[config.mk]
export PLATFORM = sky130hd
export DESIGN_NAME = pmi_queue
export DESIGN_NICKNAME = d
export VERILOG_FILES = /design/src/hw/rtl/palindrome_min_insertions_assert.svh /design/src/hw/rtl/pmi_pkg.sv /design/src/hw/rtl/pmi_queue.sv
export SDC_FILE = /design/constraint.sdc
export NUM_CORES = 1
export LEC_CHECK = 0
export BUFFER_PORTS_ARGS = -buffer_cell sky130_fd_sc_hd__buf_4
export CAP_MARGIN = 40
export CORE_ASPECT_RATIO = 0.9
export CORE_MARGIN = 10
export CORE_UTILIZATION = 49
export DETAILED_ROUTE_END_ITERATION = 12
export HOLD_SLACK_MARGIN = 0.05
export PLACE_DENSITY_LB_ADDON = 0.1
export SYNTH_ARGS = -nofsm -noshare
export SYNTH_HDL_FRONTEND = slang
export SYNTH_SLANG_ARGS = --single-unit
[constraint.sdc]
create_clock -name clock -period 2.2 [get_ports clock]
set_clock_uncertainty 0.1 [all_clocks]
set_input_delay 0.33 -clock clock [delete_from_list [all_inputs] [get_ports clock]]
set_output_delay 0.33 -clock clock [all_outputs]
set_load 0.05 [all_outputs]
[src/hw/rtl/palindrome_min_insertions_assert.svh]
// assertion macros for the palindrome insertion counter
// used by the top level only, no other dependencies
`ifndef PALINDROME_MIN_INSERTIONS_ASSERT_SVH
`define PALINDROME_MIN_INSERTIONS_ASSERT_SVH

// antecedent implies consequent in the same cycle
`define PMI_ASSERT_IMP(label, clk, rst, ante, cons) \
   label: assert property (@(posedge clk) disable iff (rst) (ante) |-> (cons)) \
      else $error("pmi check failed: same-cycle implication");

// antecedent implies consequent in the following cycle
`define PMI_ASSERT_NXT(label, clk, rst, ante, cons) \
   label: assert property (@(posedge clk) disable iff (rst) (ante) |=> (cons)) \
      else $error("pmi check failed: next-cycle implication");

`endif

[src/hw/rtl/pmi_pkg.sv]
`timescale 1ns / 1ps
// shared constants, job descriptor and back-end state type
// no dependencies
package pmi_pkg;

   localparam int MAX_LEN     = 1024;
   localparam int ADDR_W      = $clog2(MAX_LEN);
   localparam int CNT_W       = $clog2(MAX_LEN + 1);
   localparam int CHAR_W      = 8;
   localparam int COST_W      = 10;
   localparam int REQ_DATA_W  = 8;
   localparam int RSP_DATA_W  = 16;
   localparam int QUEUE_DEPTH = 2;
   localparam int QPTR_W      = $clog2(QUEUE_DEPTH);
   localparam int QCNT_W      = $clog2(QUEUE_DEPTH + 1);

   localparam logic [COST_W-1:0] COST_CAP = {COST_W{1'b1}};

   typedef struct packed {
      logic [CNT_W-1:0] len;
      logic             overflow;
   } job_type;

   typedef enum logic [2:0] {
      BK_IDLE,
      BK_FETCH,
      BK_LOAD,
      BK_CELL,
      BK_DONE
   } back_state_type;

endpackage

[src/hw/rtl/pmi_queue.sv]
`timescale 1ns / 1ps
// short job queue between front and back end
// depends on pmi_pkg
module pmi_queue (
   input  logic             clock,
   input  logic             reset,
   input  logic             push,
   input  pmi_pkg::job_type push_job,
   output logic             full,
   input  logic             pop,
   output pmi_pkg::job_type pop_job,
   output logic             empty
);
   import pmi_pkg::*;

   job_type             slot_ff [QUEUE_DEPTH];
   logic [QPTR_W-1:0]   wr_ptr_ff, wr_ptr_in;
   logic [QPTR_W-1:0]   rd_ptr_ff, rd_ptr_in;
   logic [QCNT_W-1:0]   fill_ff, fill_in;
   logic                do_push, do_pop;

   assign full    = fill_ff == QCNT_W'(QUEUE_DEPTH);
   assign empty   = fill_ff == '0;
   assign do_push = push && !full;
   assign do_pop  = pop && !empty;
   assign pop_job = slot_ff[rd_ptr_ff];

   always_comb begin
      wr_ptr_in = wr_ptr_ff;
      rd_ptr_in = rd_ptr_ff;
      fill_in   = fill_ff;
      if (do_push) begin
         wr_ptr_in = (wr_ptr_ff == QPTR_W'(QUEUE_DEPTH - 1)) ? '0 : wr_ptr_ff + QPTR_W'(1);
      end
      if (do_pop) begin
         rd_ptr_in = (rd_ptr_ff == QPTR_W'(QUEUE_DEPTH - 1)) ? '0 : rd_ptr_ff + QPTR_W'(1);
      end
      case ({do_push, do_pop})
         2'b10:   fill_in = fill_ff + QCNT_W'(1);
         2'b01:   fill_in = fill_ff - QCNT_W'(1);
         default: fill_in = fill_ff;
      endcase
   end

   always_ff @(posedge clock) begin
      if (reset) begin
         wr_ptr_ff <= '0;
         rd_ptr_ff <= '0;
         fill_ff   <= '0;
      end else begin
         wr_ptr_ff <= wr_ptr_in;
         rd_ptr_ff <= rd_ptr_in;
         fill_ff   <= fill_in;
      end
   end

   always_ff @(posedge clock) begin
      if (do_push) begin
         slot_ff[wr_ptr_ff] <= push_job;
      end
   end

endmodule

* Word level (Yosys, flattened, before mapping) *
Memories as Yosys holds them, arrays and structs flattened. A register that Yosys moved wholly into a read port is not among the register bits.
Index checks and enable logic that the tools add are counted.

storage, ports and cells
  flip-flop bits (word level) = 4
  memory bits (writable) = 24
  bits of input ports = 16
  logic and storage cells = 24
  memories = 1

memories
  memory   depth  bits a word  rd ports  clocked after memory_dff  write ports  RTL line         source
  slot_ff  2      12           1         1                         1            pmi_queue.sv:16  job_type slot_ff [QUEUE_DEPTH];

cells by class
  add/sub/neg operators = 4
  equality and inequality tests = 3
  multiplexer cells = 7
  reduce and logical (&&, ||, !) cells = 6

operator list
  kind                                                 count
  two-way mux 1 bit                                    6
  equality test 2 bit, second input constant           2
  one-hot mux 2 bit (2 select lines)                   1
  adder 1 bit, second input constant                   2
  adder 2 x 1 -> 2 bit, second input constant          1
  equality test 2 x 1 -> 1 bit, second input constant  1
  logical AND 1 bit                                    2
  logical NOT 1 bit                                    2
  logical NOT 2 bit                                    1
  nonzero test 2 bit                                   1
  subtractor 2 x 1 -> 2 bit, second input constant     1

* Longest topological paths before layout *
  depth in word-level cells = 5
  depth in mapped cells = 6
  gate-level depth less buffers = 6

* Worst setup path after synthesis *
OpenSTA, ideal clock, no wires.

  kind = reg2reg
  from = reg fill_ff[0]
  to = mem slot_ff[0][0] (netlist name), enable pin
  library setup time = 344 ps
  data arrival time = 1266 ps
  data required time = 1756 ps
  slack = 490 ps
  stages on the path, launching flop included = 5
  clock period less this slack = 1710 ps
  cells stage by stage = dfxtp_1 -> nand2b_2 -> inv_2 -> or3_1 -> inv_1

between the ends
  longest elaborated chain between the ends = 5

RTL lines
  item                                     RTL line         source
  from (decl)                              pmi_queue.sv:19  logic [QCNT_W-1:0] fill_ff, fill_in;
  from (signal assigned)                   pmi_queue.sv:53  fill_ff <= fill_in;
  equality test 2 bit                      pmi_queue.sv:22  assign full = fill_ff == QCNT_W'(QUEUE_DEPTH);
  net full                                 pmi_queue.sv:9   output logic full,
  logical NOT 1 bit                        pmi_queue.sv:24  assign do_push = push && !full;
  logical AND 1 bit                        pmi_queue.sv:24
  two-way mux 1 bit                        pmi_queue.sv:58  if (do_push) begin
  two-way mux 1 bit (implied by the code)  pmi_queue.sv:59  slot_ff[wr_ptr_ff] <= push_job;
  to (decl)                                pmi_queue.sv:16

The timed path passes the listed nets, and every way through them passes these cells.

==> qor_table.md <==
| Item | This run |
|:---|:---|
| Total gr overflow | 0 |
| Share of total power in combinational logic | 41.2% |
| Leakage | 0.555 nW |
| Worst-margin pin slew | 0.566 ns |
| First DRT Iteration DRCs | 5 |
| Gate count after technology mapping | 63 |
| Final Max Tran Viols | 0 |
| Final worst path period need | 2.01 ns |
| Total of hold buffers inserted after clock tree synthesis | 0 |
| Summed negative setup slack over all endpoints | 0 ns |
| Final period util | 91.5% |
| Pwr/cell area | 1380 mW/mm^2 |
| IR drop worst, VDD | 0.772 mV |
| TritonRoute pass-1 iters | 2 |
| Number of max-capacitance violations reported | 0 |
| Placeable core region | 0.00214 sq mm |
| Cell depth of the worst flop-to-flop path | 4 |
| Flip-flop and latch count after synthesis | 29 |
| Die span in y | 64.6 um |
| Total I/O pin count | 30 |
| Global-route usage over all layers | 9.20% |
| Commonest cells after routing, fill and taps aside | sky130_fd_sc_hd__buf_4, sky130_fd_sc_hd__edfxtp_1, sky130_fd_sc_hd__mux2_2 |
| Total standard cell area after synthesis | 0.00108 sq mm |
| Final-layout fill cell count | 179 |
| Kind of end point of the critical path | primary output |
| Library cell used as clock root buffer | sky130_fd_sc_hd__clkbuf_4 |
| Non-filler instance count after layout | 126 |
| Global-route wire length before repair | 3.19 mm |
| Chip width | 69.6 um |
| Number of buffers added by the clock tree synthesis step | 5 |
| Peak clock frequency supported by timing | 497 MHz |
| Clock Path Buffers | 2 |
| Antenna diode instance count | 0 |
| Clock-pin slew of the registers on the worst-case setup and hold paths | 0.09 ns |
| Total length of routed wires | 1.93 mm |
| Latest clock arrival within the worst-skew pair | 0.32 ns |
| Total number of vias | 620 |
| Switch share | 39.4% |
| Number of cells on the worst hold path | 1 |
| Detailed-placement wirelength estimate | 1.40 mm |
| Number of global-route vias before repair | 701 |
| Syn_area_per_cell | 17.2 sq um |
| Area growth from synthesis to layout | 29.2% |
| Site Rows | 16 |
| Average wire per standard cell | 15.3 um |
| Post-route DRC | 0 |
| CTS H-Tree Depth | 2 |
| Setup repair after global routing missed its margin | false |
| Sequential cell area fraction in the yosys report | 75.7% |
| Inst Count DP | 118 |
| Power share of the clock group | 18.8% |
| Register share of total power | 40.0% |
| Launching element type of the critical path | flop |
| Worst path arrival time | 1.58 ns |
| Cells resized by post-CTS repair | 0 |
| Kind of critical path | reg -> out |
| Synthesized net count | 80 |
| Worst slew margin relative to its limit | 62.2% |
| Critical Path RT | 1.77 ns |
| Final Hold Viols | 0 |
| Antenna viol nets, final | 0 |
| Number of nets in the layout | 115 |
| Cell variety after synth | 17 |
| DR vias/cell | 4.92 |
| Fraction of final layout cells with drive strength greater than 1 | 51.5% |
| Leading cell type in the layout, fill and taps excluded | sky130_fd_sc_hd__buf_4 |
| TritonCTS clock tree | done |
| Antenna violations before repair | 0 |
| Worst min path class | in -> reg |
| Dpl ws | 0.414 ns |
| Count of buffers added by post-CTS timing repair for setup | 0 |
| Starting density of the core | 50.6% |
| Final setup violation count | 0 |
| Placer congestion estimate | 0.613 |
| Final setup slack of the worst path | 0.187 ns |
| Area of the die | 0.00450 sq mm |
| Pin count of the biggest net entering global routing | 13 |
| Run status | complete, no violations |
| Sw Pwr | 762 uW |
| Input/output buffers | 29 |
| Total number of clock tree sinks | 29 |
| Count of yosys warnings during synthesis | 0 |
| Internal portion of total power | 1.17 mW |
| Highest fanout seen on the critical path | 12 |
==> through the flow <==
stage / hold slack [ns] / util [%] / cell area (sq um) / power [mW]
5_1_grt: 0.0613 / 65.4 / 1400 / 2.03
2_1_floorplan: 0.299 / - / 1080 / 1.37
3_5_place_dp: 0.406 / 62.1 / 1330 / 1.60
3_3_place_gp: 0.367 / 62.1 / 1330 / 1.58
4_1_cts: 0.0757 / 65.4 / 1400 / 1.96
6_report: 0.0898 / 65.4 / 1400 / 1.93
==> final timing paths <==
kind / slack [ns] / end / from
worst min register to register: 0.41 / wr_ptr_ff / wr_ptr_ff
worst min-delay path: 0.09 / slot_ff[1][2] / push_job[2]
worst max-delay path: 0.19 / pop_job[9] / flop
worst max register to register: 0.42 / slot_ff[0][2] / fill_ff[0]
==> critical path: stages, from the launching register on <==
cell and delay, ns:
sky130_fd_sc_hd__dfxtp_1 0.67, sky130_fd_sc_hd__mux2_2 0.40, sky130_fd_sc_hd__buf_4 0.19
==> cell families (layout without fill, tap and decap cells) <==
kind of cell,Yosys count,count (layout),synth area share [%]
flip-flops,29,29,75.7
multiplexers,12,12,12.5
AO/OA/AOI/OAI,5,5,2.54
buffers and inverters,4,40,1.50
adder cells (fa/ha/maj),1,1,1.15
XOR/XNOR,3,3,2.42
AND/OR/NAND/NOR,9,9,4.27
==> area by class of cell <==
type / count / area, sq um / area share [%]
Clock inverter: 1 / 5.00 / 0.357
Multi-Input combinational cell: 30 / 248 / 17.7
Sequential cell: 29 / 821 / 58.6
Timing Repair Buffer: 29 / 218 / 15.5
Tap cell: 27 / 33.8 / 2.41
Clock buffer: 7 / 65.1 / 4.64
Inverter: 3 / 11.3 / 0.804
==> per-layer routing <==
| metal | part of all wire [%] | up-vias | track usage [%] |
|---|---|---|---|
| li1 | - | 303 | - |
| met3 | 10 | 7 | 6.24 |
| met4 | 2.5 | 0 | 6.78 |
| met2 | 48 | 22 | 15.2 |
| met5 | 0 | - | 0 |
| met1 | 39 | 288 | 7.83 |
==> flip-flops by register name, indices dropped and copies added (netlist names), named ones only <==
| signal | flops |
|---|---|
| slot_ff | 24 |
| fill_ff | 2 |
| rd_ptr_ff | 1 |
| wr_ptr_ff | 1 |
==> synth_stat cells <==
master / number / area share, %
sky130_fd_sc_hd__or3_1: 2 / 1.2
sky130_fd_sc_hd__a21oi_1: 2 / 0.92
sky130_fd_sc_hd__and3_1: 1 / 0.58
sky130_fd_sc_hd__inv_1: 2 / 0.69
sky130_fd_sc_hd__nand2b_2: 1 / 0.81
sky130_fd_sc_hd__buf_2: 1 / 0.46
sky130_fd_sc_hd__mux2_2: 12 / 12
sky130_fd_sc_hd__xor2_1: 1 / 0.81
sky130_fd_sc_hd__o21a_1: 1 / 0.69
sky130_fd_sc_hd__inv_2: 1 / 0.35
sky130_fd_sc_hd__dfxtp_1: 5 / 9.2
sky130_fd_sc_hd__xnor2_1: 2 / 1.6
sky130_fd_sc_hd__nand2_1: 1 / 0.35
sky130_fd_sc_hd__ha_1: 1 / 1.2
sky130_fd_sc_hd__o21ai_0: 2 / 0.92
sky130_fd_sc_hd__edfxtp_1: 24 / 66
sky130_fd_sc_hd__nor2_1: 4 / 1.4
==> power by group through the flow <==
stage,logic (mW),registers [mW],clock network (mW)
after floorplan,0.616,0.750,0
after global placement,0.797,0.786,0
after detailed placement,0.809,0.790,0
after CTS,0.811,0.779,0.373
after global routing,0.842,0.792,0.399
final,0.796,0.775,0.364
Power figures use the tool's default switching activity.
